[src/sv/gatt_robust_caching_gate_assert.svh]
// assertion macros for the robust caching gate
`ifndef GATT_ROBUST_CACHING_GATE_ASSERT_SVH
`define GATT_ROBUST_CACHING_GATE_ASSERT_SVH

`ifndef SYNTHESIS
`define GRC_ASSERT(lbl, clk, rst, prop) \
  lbl: assert property (@(posedge clk) disable iff (rst) prop) \
    else $error("robust caching gate assertion failed");
`define GRC_ASSERT_IMPL(lbl, clk, rst, ante, cons) \
  lbl: assert property (@(posedge clk) disable iff (rst) (ante) |-> (cons)) \
    else $error("robust caching gate assertion failed");
`else
`define GRC_ASSERT(lbl, clk, rst, prop)
`define GRC_ASSERT_IMPL(lbl, clk, rst, ante, cons)
`endif

`endif

[src/sv/gatt_rc_pkg.sv]
package gatt_rc_pkg;

  typedef enum logic [2:0] {
    OP_ATT_PDU    = 3'd0,
    OP_HASH_READ  = 3'd1,
    OP_FEAT_WRITE = 3'd2,
    OP_IND_CONF   = 3'd3,
    OP_DB_CHANGED = 3'd4,
    OP_BOND_EST   = 3'd5,
    OP_BOND_REST  = 3'd6,
    OP_CONN_OPEN  = 3'd7
  } op_e;

  typedef enum logic [1:0] {
    VERDICT_PASS = 2'd0,
    VERDICT_DROP = 2'd1,
    VERDICT_OOS  = 2'd2
  } verdict_e;

  typedef enum logic [1:0] {
    BEARER_FIXED     = 2'd0,
    BEARER_FIXED_ECB = 2'd1,
    BEARER_ENHANCED  = 2'd2
  } bearer_e;

  typedef enum logic [1:0] {
    FORM_UUID16  = 2'd0,
    FORM_UUID128 = 2'd1
  } pdu_form_e;

  typedef enum logic [1:0] {
    ST_IDLE,
    ST_EXEC,
    ST_DONE
  } ctrl_state_e;

  // att opcodes
  localparam logic [7:0] ATT_FIND_INFO_REQ    = 8'h04;
  localparam logic [7:0] ATT_READ_TYPE_REQ    = 8'h08;
  localparam logic [7:0] ATT_READ_REQ         = 8'h0A;
  localparam logic [7:0] ATT_READ_BLOB_REQ    = 8'h0C;
  localparam logic [7:0] ATT_READ_MULT_REQ    = 8'h0E;
  localparam logic [7:0] ATT_READ_MULT_VAR    = 8'h20;
  localparam logic [7:0] ATT_WRITE_REQ        = 8'h12;
  localparam logic [7:0] ATT_PREP_WRITE_REQ   = 8'h16;
  localparam logic [7:0] ATT_WRITE_CMD        = 8'h52;

  localparam logic [15:0] HANDLE_FIRST        = 16'h0001;
  localparam logic [15:0] HANDLE_LAST         = 16'hFFFF;
  localparam logic [15:0] UUID_INCLUDE        = 16'h2802;
  localparam logic [15:0] UUID_CHARACTERISTIC = 16'h2803;

  // flag bits
  localparam int FLAG_AWARE = 0;
  localparam int FLAG_HASH  = 1;
  localparam int FLAG_OOS   = 2;
  localparam int FEAT_ROBUST = 0;

  localparam logic [2:0] FLAGS_AWARE_ONLY = 3'b001;

  typedef struct packed {
    logic [2:0]  op;
    logic [2:0]  conn_slot;
    logic [7:0]  att_opcode;
    logic [1:0]  bearer;
    logic        bonded;
    logic [1:0]  pdu_form;
    logic [15:0] start_handle;
    logic [15:0] end_handle;
    logic [15:0] type_uuid16;
    logic        is_service_changed;
    logic [7:0]  feature_byte;
    logic        stored_change_aware;
  } req_t;

  typedef struct packed {
    logic [1:0] verdict;
    logic       persist;
    logic       persist_change_aware;
    logic [7:0] persist_features;
    logic       mark_store_unaware;
    logic [2:0] slot_out;
  } rsp_t;

  typedef struct packed {
    logic capture;
    logic exec;
  } ctrl_cmd_t;

endpackage

[src/sv/gatt_rc_ctrl.sv]
module gatt_rc_ctrl
  import gatt_rc_pkg::*;
(
  input  logic      clk,
  input  logic      rst,
  input  logic      start,
  output logic      busy,
  output logic      done,
  output ctrl_cmd_t cmd
);

  ctrl_state_e state, state_next;

  always_ff @(posedge clk) begin
    if (rst) begin
      state <= ST_IDLE;
    end else begin
      state <= state_next;
    end
  end

  always_comb begin
    state_next = state;
    case (state)
      ST_IDLE: begin
        if (start) state_next = ST_EXEC;
      end
      ST_EXEC: state_next = ST_DONE;
      ST_DONE: state_next = ST_IDLE;
      default: state_next = ST_IDLE;
    endcase
  end

  always_comb begin
    busy        = 1'b1;
    done        = 1'b0;
    cmd.capture = 1'b0;
    cmd.exec    = 1'b0;
    case (state)
      ST_IDLE: begin
        busy        = 1'b0;
        cmd.capture = start;
      end
      ST_EXEC: cmd.exec = 1'b1;
      ST_DONE: done = 1'b1;
      default: busy = 1'b1;
    endcase
  end

endmodule

[src/sv/gatt_rc_dp.sv]
module gatt_rc_dp
  import gatt_rc_pkg::*;
#(
  parameter int MAX_CONNECTIONS = 8
) (
  input  logic      clk,
  input  logic      rst,
  input  ctrl_cmd_t cmd,
  input  req_t      req,
  output rsp_t      rsp
);

  localparam int IdxW = (MAX_CONNECTIONS > 1) ? $clog2(MAX_CONNECTIONS) : 1;

  req_t       r;
  logic [7:0] features [MAX_CONNECTIONS];
  logic [2:0] flags    [MAX_CONNECTIONS];

  logic [IdxW-1:0] sidx;
  logic            valid;
  logic [7:0]      feat;
  logic [2:0]      flg;
  logic            robust_unaware;
  logic            is_req;
  logic            is_cmd;
  logic            exempt;
  logic            wr;
  logic            clear_all;
  logic [7:0]      feat_new;
  logic [2:0]      flg_new;
  logic [1:0]      verdict;
  logic            persist;
  logic            mark;
  logic [7:0]      feat_after;
  logic [2:0]      flg_after;

  always_ff @(posedge clk) begin
    if (cmd.capture) r <= req;
  end

  assign sidx  = IdxW'(r.conn_slot);
  assign valid = 32'(r.conn_slot) < 32'(MAX_CONNECTIONS);
  assign feat  = valid ? features[sidx] : 8'd0;
  assign flg   = valid ? flags[sidx] : 3'd0;
  assign robust_unaware = valid && feat[FEAT_ROBUST] && !flg[FLAG_AWARE];

  always_comb begin
    is_req = r.att_opcode inside {ATT_READ_TYPE_REQ, ATT_READ_REQ, ATT_READ_BLOB_REQ,
                                  ATT_READ_MULT_REQ, ATT_READ_MULT_VAR, ATT_WRITE_REQ,
                                  ATT_PREP_WRITE_REQ};
    is_cmd = (r.att_opcode == ATT_WRITE_CMD);
    exempt = !(r.pdu_form inside {FORM_UUID16, FORM_UUID128})
             || (r.start_handle == HANDLE_FIRST && r.end_handle == HANDLE_LAST)
             || (r.pdu_form == FORM_UUID16
                 && (r.type_uuid16 == UUID_INCLUDE
                     || r.type_uuid16 == UUID_CHARACTERISTIC));
  end

  always_comb begin
    wr        = 1'b0;
    clear_all = 1'b0;
    feat_new  = feat;
    flg_new   = flg;
    verdict   = VERDICT_PASS;
    persist   = 1'b0;
    mark      = 1'b0;
    case (r.op)
      OP_ATT_PDU: begin
        if ((is_req || is_cmd) && robust_unaware) begin
          if (is_cmd) begin
            verdict = VERDICT_DROP;
          end else if (flg[FLAG_HASH] || (flg[FLAG_OOS] && r.bearer == BEARER_FIXED)) begin
            wr      = 1'b1;
            flg_new = FLAGS_AWARE_ONLY;
            persist = r.bonded;
          end else if (r.att_opcode == ATT_READ_TYPE_REQ && exempt) begin
            verdict = VERDICT_PASS;
          end else if (r.bearer inside {BEARER_FIXED, BEARER_FIXED_ECB}) begin
            if (!flg[FLAG_OOS]) begin
              wr                = 1'b1;
              flg_new[FLAG_OOS] = 1'b1;
              verdict           = VERDICT_OOS;
            end else begin
              verdict = VERDICT_DROP;
            end
          end else begin
            verdict = VERDICT_OOS;
          end
        end
      end
      OP_HASH_READ: begin
        if (robust_unaware) begin
          wr                 = 1'b1;
          flg_new[FLAG_HASH] = 1'b1;
        end
      end
      OP_FEAT_WRITE: begin
        if (valid) begin
          wr       = 1'b1;
          feat_new = feat | r.feature_byte;
          flg_new  = FLAGS_AWARE_ONLY;
          persist  = r.bonded;
        end
      end
      OP_IND_CONF: begin
        if (r.is_service_changed && r.bearer == BEARER_FIXED && robust_unaware) begin
          wr      = 1'b1;
          flg_new = FLAGS_AWARE_ONLY;
          persist = r.bonded;
        end
      end
      OP_DB_CHANGED: begin
        clear_all = 1'b1;
        mark      = 1'b1;
      end
      OP_BOND_EST: begin
        if (valid && feat != 8'd0) persist = r.bonded;
      end
      OP_BOND_REST: begin
        if (valid) begin
          wr = 1'b1;
          if (feat == 8'd0) flg_new = r.stored_change_aware ? FLAGS_AWARE_ONLY : 3'd0;
          feat_new = feat | r.feature_byte;
        end
      end
      OP_CONN_OPEN: begin
        if (valid) begin
          wr       = 1'b1;
          feat_new = 8'd0;
          flg_new  = 3'd0;
        end
      end
      default: verdict = VERDICT_PASS;
    endcase
  end

  assign feat_after = wr ? feat_new : feat;
  assign flg_after  = wr ? flg_new : flg;

  always_ff @(posedge clk) begin
    if (rst) begin
      for (int i = 0; i < MAX_CONNECTIONS; i++) begin
        features[i] <= 8'd0;
        flags[i]    <= 3'd0;
      end
    end else if (cmd.exec) begin
      if (clear_all) begin
        for (int i = 0; i < MAX_CONNECTIONS; i++) begin
          flags[i] <= 3'd0;
        end
      end else if (wr) begin
        features[sidx] <= feat_new;
        flags[sidx]    <= flg_new;
      end
    end
  end

  always_ff @(posedge clk) begin
    if (cmd.exec) begin
      rsp.verdict              <= verdict;
      rsp.persist              <= persist;
      rsp.persist_change_aware <= persist && flg_after[FLAG_AWARE];
      rsp.persist_features     <= persist ? feat_after : 8'd0;
      rsp.mark_store_unaware   <= mark;
      rsp.slot_out             <= r.conn_slot;
    end
  end

endmodule

[src/sv/gatt_robust_caching_gate.sv]
// accepted requests are captured, executed in ST_EXEC, answered with done in ST_DONE
// no new request is taken until the last has left the execute and result states
// busy stays high from acceptance until the result cycle ends; the receiver cannot stall
// reset (rst, synchronous) clears every slot's features byte and flags and returns to idle
`include "gatt_robust_caching_gate_assert.svh"
module gatt_robust_caching_gate
  import gatt_rc_pkg::*;
#(
  parameter int MAX_CONNECTIONS = 8
) (
  input  logic clk,
  input  logic rst,
  input  logic start,
  output logic busy,
  input  req_t req,
  output logic done,
  output rsp_t rsp
);

  ctrl_cmd_t cmd;

  gatt_rc_ctrl u_ctrl (
    .clk   (clk),
    .rst   (rst),
    .start (start),
    .busy  (busy),
    .done  (done),
    .cmd   (cmd)
  );

  gatt_rc_dp #(
    .MAX_CONNECTIONS (MAX_CONNECTIONS)
  ) u_dp (
    .clk (clk),
    .rst (rst),
    .cmd (cmd),
    .req (req),
    .rsp (rsp)
  );

  `GRC_ASSERT(a_result_follows, clk, rst, (start && !busy) |-> ##2 (done && rsp.slot_out == $past(req.conn_slot, 2)))
  `GRC_ASSERT(a_done_single, clk, rst, done |=> !done)
  `GRC_ASSERT_IMPL(a_no_persist_zero, clk, rst, done && !rsp.persist, !rsp.persist_change_aware && rsp.persist_features == 8'd0)
  `GRC_ASSERT_IMPL(a_mark_passes, clk, rst, done && rsp.mark_store_unaware, rsp.verdict == VERDICT_PASS && !rsp.persist)

endmodule

[config.mk]
export PLATFORM = sky130hd
export DESIGN_NAME = gatt_robust_caching_gate
export DESIGN_NICKNAME = d
export VERILOG_FILES = /design/src/sv/gatt_rc_pkg.sv /design/src/sv/gatt_rc_ctrl.sv /design/src/sv/gatt_rc_dp.sv /design/src/sv/gatt_robust_caching_gate.sv
export VERILOG_INCLUDE_DIRS = /design/src /design/src/sv
export SDC_FILE = /design/constraint.sdc
export NUM_CORES = 1
export LEC_CHECK = 0
export ABC_CLOCK_PERIOD_IN_PS = 9600
export BUFFER_PORTS_ARGS = -buffer_cell sky130_fd_sc_hd__buf_2
export CAP_MARGIN = 30
export CORE_ASPECT_RATIO = 1.75
export CORE_MARGIN = 3
export CORE_UTILIZATION = 35
export DETAILED_ROUTE_END_ITERATION = 8
export GPL_TIMING_DRIVEN = 0
export PLACE_DENSITY_LB_ADDON = 0.1
export SYNTH_ARGS = -nofsm -noshare
export SYNTH_HDL_FRONTEND = slang
export SYNTH_HIERARCHICAL = 1
export SYNTH_SLANG_ARGS = --single-unit
[constraint.sdc]
create_clock -name clk -period 9.6 [get_ports clk]
set_clock_uncertainty 0.15 [all_clocks]
set_input_delay 2.4 -clock clk [delete_from_list [all_inputs] [get_ports clk]]
set_output_delay 2.4 -clock clk [all_outputs]
set_load 0.1 [all_outputs]
## Yosys cells after proc, flatten, opt, wreduce, memory -nomap -nowiden

Memory sizes are Yosys's and may differ from the RTL's. A register that Yosys moved wholly into a read port is not among the register bits.
Cells that the tools add are included.

| cells by class | value |
|---|---|
| equal/unequal tests | 24 |
| mux-type cells | 70 |
| bitwise operators | 11 |
| reduce and logical (&&, ||, !) cells | 32 |

Operators with widths:

| cell | number |
|---|---|
| $mux 3 | 17 |
| $mux 1 | 40 |
| $eq 16x14->1 const B | 2 |
| $eq 8x4->1 const B | 4 |
| $eq 16x1->1 const B | 1 |
| $eq 16x16->1 const B | 1 |
| $eq 8x5->1 const B | 2 |
| $mux 8 | 2 |
| $pmux 8 s2 | 1 |
| $eq 3x3->1 const B | 4 |
| $pmux 1 s4 | 3 |
| $pmux 1 s5 | 2 |
| $logic_and 1x1->1 | 9 |
| $eq 8x6->1 const B | 1 |
| $eq 8x7->1 const B | 1 |
| $logic_not 8->1 | 1 |
| $mux 2 | 4 |
| $or 1x1->1 | 8 |
| $or 8x8->8 | 1 |
| $reduce_bool 8->1 | 1 |
| $reduce_or 8->1 | 1 |
| $reduce_bool 7->1 | 1 |
| $eq 2x1->1 const B | 3 |
| $eq 3x2->1 const B | 2 |
| other kinds (14) | 25 |

| storage, ports and cells | value |
|---|---|
| bits in registers | 95 |
| memory bits (writable) | 88 |
| bits of input ports | 80 |
| output and inout bits | 18 |
| word-level logic and storage cells | 159 |
| memories kept | 2 |

Memories:

| memory | depth | width | read ports | clocked after memory_dff | write ports | line | RTL |
|---|---|---|---|---|---|---|---|
| u_dp.features | 8 | 8 | 1 | 1 | 8 | gatt_rc_dp.sv:16 | `logic [7:0] features [MAX_CONNECTIONS];` |
| u_dp.flags | 8 | 3 | 1 | 1 | 8 | gatt_rc_dp.sv:17 | `logic [2:0] flags [MAX_CONNECTIONS];` |

## Depth between registers and ports, before layout

| logic depth | value |
|---|---|
| word-level depth | 18 |
| depth in mapped cells | 10 |
| gate-level depth less buffers | 7 |

## Cells and area by module

The synthesis kept the hierarchy.

By module, submodules not included:

| module | times used | cells an instance | area each (um^2) | seq. area each (um^2) |
|---|---|---|---|---|
| gatt_rc_dp | 1 | 537 | 7822.5 | 5465.2 |
| gatt_rc_ctrl | 1 | 9 | 98.8 | 40.0 |

## Worst setup path before layout

OpenSTA, ideal clock, no wires.

| timing path | value |
|---|---|
| path kind | input to register |
| from | input start |
| to | register (tool-made name) |
| setup time | 87 ps |
| data arrival time | 8934 ps |
| slack | 430 ps |
| cell stages on the path | 2 |
| cell sequence | nor3b_1 > mux2_2 |

RTL lines:

| what | line | RTL |
|---|---|---|
| start: declaration | gatt_robust_caching_gate.sv:13 | `input logic start,` |

==> qor.txt <==
====================================================================================
Post-place instance area ..............................................   8850 sq um
Post-synthesis sequential element count ...............................          185
Number of buffers between clock root and the deepest sink .............            2
Area of the multi-input gates .........................................   2280 sq um
Via-to-Cell Ratio .....................................................         5.11
Share of cell area taken by muxes after synthesis .....................        8.18%
Total Nets Final ......................................................          748
Proportion of synthesized flip-flops having asynchronous set or reset .           0%
H-tree Lvls ...........................................................            4
Post-Route Setup TNS ..................................................         0 ps
Synth Net Count .......................................................          626
Parity-gate share of the synthesized area counting xor and xnor cells .           0%
Cell area after synthesis .............................................   7920 sq um
Crit Path Max Fanout ..................................................           10
Power density over cell area ..........................................  200 nW/um^2
CTS buffer count ......................................................           17
Dominant cells by area after synthesis ................................ sky130_fd_sc_hd__edfxtp_1, sky130_fd_sc_hd__mux4_2, sky130_fd_sc_hd__nor2_1
Fraction of met1 tracks used by global routing ........................        16.0%
HPWL reported at the end of detailed placement ........................    14,800 um
Die area .............................................................. 24,500 sq um
Number of buffers inserted by post-CTS setup repair ...................            0
Slowest Stage Delay on Critical Path ..................................       520 ps
Required time at the endpoint of the critical path ....................      9520 ps
Signal arrival time at the worst endpoint .............................      4590 ps
GRT overflow ..........................................................            0
Kind of end point of the critical path ................................    flip-flop
Post-layout total power ...............................................      1.90 mW
Share of post-route cells with drive strength above 1 .................        28.0%
Register Area .........................................................   5510 sq um
Core box area ......................................................... 22,200 sq um
Via count of the first global-routing pass ............................        5,446
Most common flop cell mapped by yosys ................................. sky130_fd_sc_hd__edfxtp_1
Post-synthesis cell count .............................................          546
Initial core utilization ..............................................        35.7%
Cell taking the most area after synthesis ............................. sky130_fd_sc_hd__edfxtp_1
Fin. Hold Viols .......................................................            0
Compound-cell area share of the yosys netlist .........................        4.85%
Reg-to-reg slack, setup ...............................................      5740 ps
Cell with the largest stage delay on the worst path ................... sky130_fd_sc_hd__nand2b_1
Die span in x .........................................................       120 um
DRC Markers ...........................................................            0
Wire length of the first global-routing pass ..........................    29,800 um
GRT Util Overall ......................................................        16.5%
Wire length per cell after detailed routing ...........................      19.9 um
Number of port buffers ................................................           96
Maximum clock rate ....................................................    0.214 GHz
Crit path top cell by count ........................................... sky130_fd_sc_hd__nand2b_1
Number of gates resized after CTS .....................................            0
Number of enable flip-flop cells after synthesis ......................          180
Iter 0 DRT Violations .................................................          253
Total via count in the routed design ..................................        4,997
Outcome ............................................................... complete, no violations
Total of endpoints with negative setup slack in the final report ......            0
Cell-by-cell trace of the critical path ............................... buf_2, clkbuf_1, nor2b_1, nand2b_1, nor3b_1, nand2_1, nand2b_1
Grt met3 use ..........................................................        3.54%
Yosys synthesis warning count .........................................            6
Clk pin slew, worst setup/hold paths ..................................        70 ps
Type of the worst setup path .......................................... primary input to flip-flop
Worst-skew pair later-pin latency .....................................       430 ps
Seq/Total Area, Yosys .................................................        69.5%
Simple-gate area share of the yosys netlist ...........................        15.7%
Final weighted congestion in routability-driven placement .............        0.835
Max_slew headroom .....................................................        16.6%
Min Clock Period, post-route ..........................................      4670 ps
Finished Cell Area ....................................................   9460 sq um
Leak ..................................................................      3.34 nW
Chip height ...........................................................       205 um
Antenna viol nets, final ..............................................            0
Unique masters post-synth .............................................           60
Capture point of the worst reg-to-reg path ............................ u_dp/features[0][3]
Count of boundary I/O pins ............................................           98
Hold-fix buffer count after cts .......................................            0
R2r worst-path depth ..................................................            7
Root Driver ........................................................... sky130_fd_sc_hd__clkbuf_16
GR Util met2 ..........................................................        32.0%
Worst Hold End ........................................................  u_dp/rsp[0]
Count of clock tree sinks .............................................          185
Initial DRT Pass Iterations ...........................................            6
Avg Inst Size Synth ...................................................   14.5 sq um
Min Hold Slack ........................................................       336 ps
Diode insertion count for antenna repair ..............................            0
Max Slew Vio Count ....................................................            0
Start point of the worst hold path .................................... u_dp/sidx[0]
Share of the synthesized area in the top cell type ....................        68.2%
Layout overhead on the synthesized area ...............................        19.5%
Number of core rows ...................................................           72
Slew of the pin with the lowest slew margin ...........................      1250 ps
Peak supply drop ......................................................       114 uV
TritonCTS clock tree ..................................................          yes
Number of violations of the max-capacitance limit .....................            0
Element type at the critical path start ............................... primary input
Filler Cells Inserted .................................................        2,091
Hold Path Depth .......................................................            0
GRT busiest layer .....................................................         met2
Adder-cell share of the synthesized area ..............................           0%
Antenna violations before repair ......................................            0
Hold WC Path Type ..................................................... flip-flop to flip-flop
Main combinational cell family by area after synthesis ................ simple AND/OR/NAND/NOR gates
Wire length reported by the detailed router ...........................    19,500 um
Maximum number of pins on one net before global-route repair ..........           19
Setup repair after global routing missed its margin ...................           no
Final cycle utilization of the critical path ..........................        48.7%
====================================================================================
[placed cells by master, fill, tap and decap left out, types with 6 or more instances in the layout]
cell                        instances
sky130_fd_sc_hd__buf_6              6
sky130_fd_sc_hd__nand2_1           31
sky130_fd_sc_hd__nand3_1            9
sky130_fd_sc_hd__clkbuf_16         17
sky130_fd_sc_hd__nand2b_1          14
sky130_fd_sc_hd__nor3_1            24
sky130_fd_sc_hd__a21oi_1           14
sky130_fd_sc_hd__clkbuf_1          11
sky130_fd_sc_hd__nor4_1            13
sky130_fd_sc_hd__a22oi_1            7
sky130_fd_sc_hd__buf_2            104
sky130_fd_sc_hd__and2_1             9
sky130_fd_sc_hd__inv_1              6
sky130_fd_sc_hd__nand4_1            7
sky130_fd_sc_hd__mux2_2            10
sky130_fd_sc_hd__edfxtp_1         180
sky130_fd_sc_hd__nor3b_1            8
sky130_fd_sc_hd__nor2_1            98
sky130_fd_sc_hd__mux4_2            21
[worst max-delay path, delay by kind of cell]
| kind | cells | cell delay, ps |
|---|---|---|
| buffers and inverters | 2 | 380 |
| and+or+nand+nor | 5 | 1790 |
[where the power goes]
| group | internal, mW | switching, mW | total (mW) |
|---|---|---|---|
| Sequential | 0.930 | 0.0157 | 0.946 |
| Clock | 0.433 | 0.290 | 0.723 |
| Combinational | 0.0739 | 0.152 | 0.226 |
| Total | 1.44 | 0.458 | 1.90 |
[flip-flops by register name (all words and copies together), names as in the netlist, named ones only]
register and cells:
u_dp/r 73, u_dp/features 64, u_dp/flags 24, u_dp/rsp 16
u_dp/sidx 3, u_ctrl/state 2
[per-layer routing]
| layer | vias to the layer above | wire length (um) | part of all wire (%) |
|---|---|---|---|
| met5 | - | 0 | 0 |
| met4 | 0 | 783 | 4.0 |
| met3 | 43 | 715 | 3.7 |
| met2 | 159 | 11200 | 58 |
| met1 | 2437 | 6730 | 35 |
| li1 | 2358 | - | - |
[stage by stage]
stage	std cells	utilization, %	setup slack, ps
2_1_floorplan	546	-	430
3_3_place_gp	938	39.6	-1750
3_5_place_dp	945	40.0	4460
4_1_cts	977	42.7	4910
5_1_grt	977	42.7	4730
6_report	977	42.7	4930
[kinds of logic after synthesis]
logic type | Yosys count
AOI/OAI and AO/OA | 53
DFF | 185
and+or+nand+nor | 243
muxes | 36
buffers and inverters | 29
[synthesized netlist by cell type, types with 2 or more instances]
library cell / instances
sky130_fd_sc_hd__edfxtp_1: 180
sky130_fd_sc_hd__nor2_1: 98
sky130_fd_sc_hd__nand2_1: 31
sky130_fd_sc_hd__nor3_1: 24
sky130_fd_sc_hd__mux4_2: 21
sky130_fd_sc_hd__a21oi_1: 14
sky130_fd_sc_hd__nand2b_1: 14
sky130_fd_sc_hd__nor4_1: 13
sky130_fd_sc_hd__mux2_2: 10
sky130_fd_sc_hd__and2_1: 9
sky130_fd_sc_hd__clkbuf_1: 9
sky130_fd_sc_hd__nand3_1: 9
sky130_fd_sc_hd__nor3b_1: 9
sky130_fd_sc_hd__a22oi_1: 7
sky130_fd_sc_hd__buf_2: 7
sky130_fd_sc_hd__nand4_1: 7
sky130_fd_sc_hd__inv_1: 6
sky130_fd_sc_hd__dfxtp_1: 5
sky130_fd_sc_hd__mux2i_1: 4
sky130_fd_sc_hd__nor2b_1: 4
sky130_fd_sc_hd__nor4b_1: 4
sky130_fd_sc_hd__nor4b_2: 4
sky130_fd_sc_hd__o21ai_0: 4
sky130_fd_sc_hd__o31ai_1: 4
sky130_fd_sc_hd__a31oi_1: 3
sky130_fd_sc_hd__and4_1: 3
sky130_fd_sc_hd__buf_4: 3
sky130_fd_sc_hd__a2111oi_0: 2
sky130_fd_sc_hd__a21o_1: 2
sky130_fd_sc_hd__a21oi_2: 2
sky130_fd_sc_hd__a32oi_1: 2
sky130_fd_sc_hd__and3b_1: 2
sky130_fd_sc_hd__buf_1: 2
sky130_fd_sc_hd__or4_1: 2
[worst max path at each step]
stage                     endpoint  startpoint
4_1_cts        u_dp/features[2][7]         rst
3_5_place_dp   u_dp/features[5][3]         rst
5_1_grt        u_dp/features[5][3]         rst
3_3_place_gp             flip-flop       start
6_report       u_dp/features[2][7]         rst
2_1_floorplan            flip-flop       start
[area by class of cell]
cell class	count	area share, %
Buffer	22	1.16
Sequential cell	185	58.2
Timing Repair Buffer	103	5.88
Tap cell	296	3.91
Clock buffer	19	4.57
Inverter	7	0.278
Clock inverter	13	1.88
Multi-Input combinational cell	332	24.1
No activity file was read; power rests on OpenSTA's default activity.
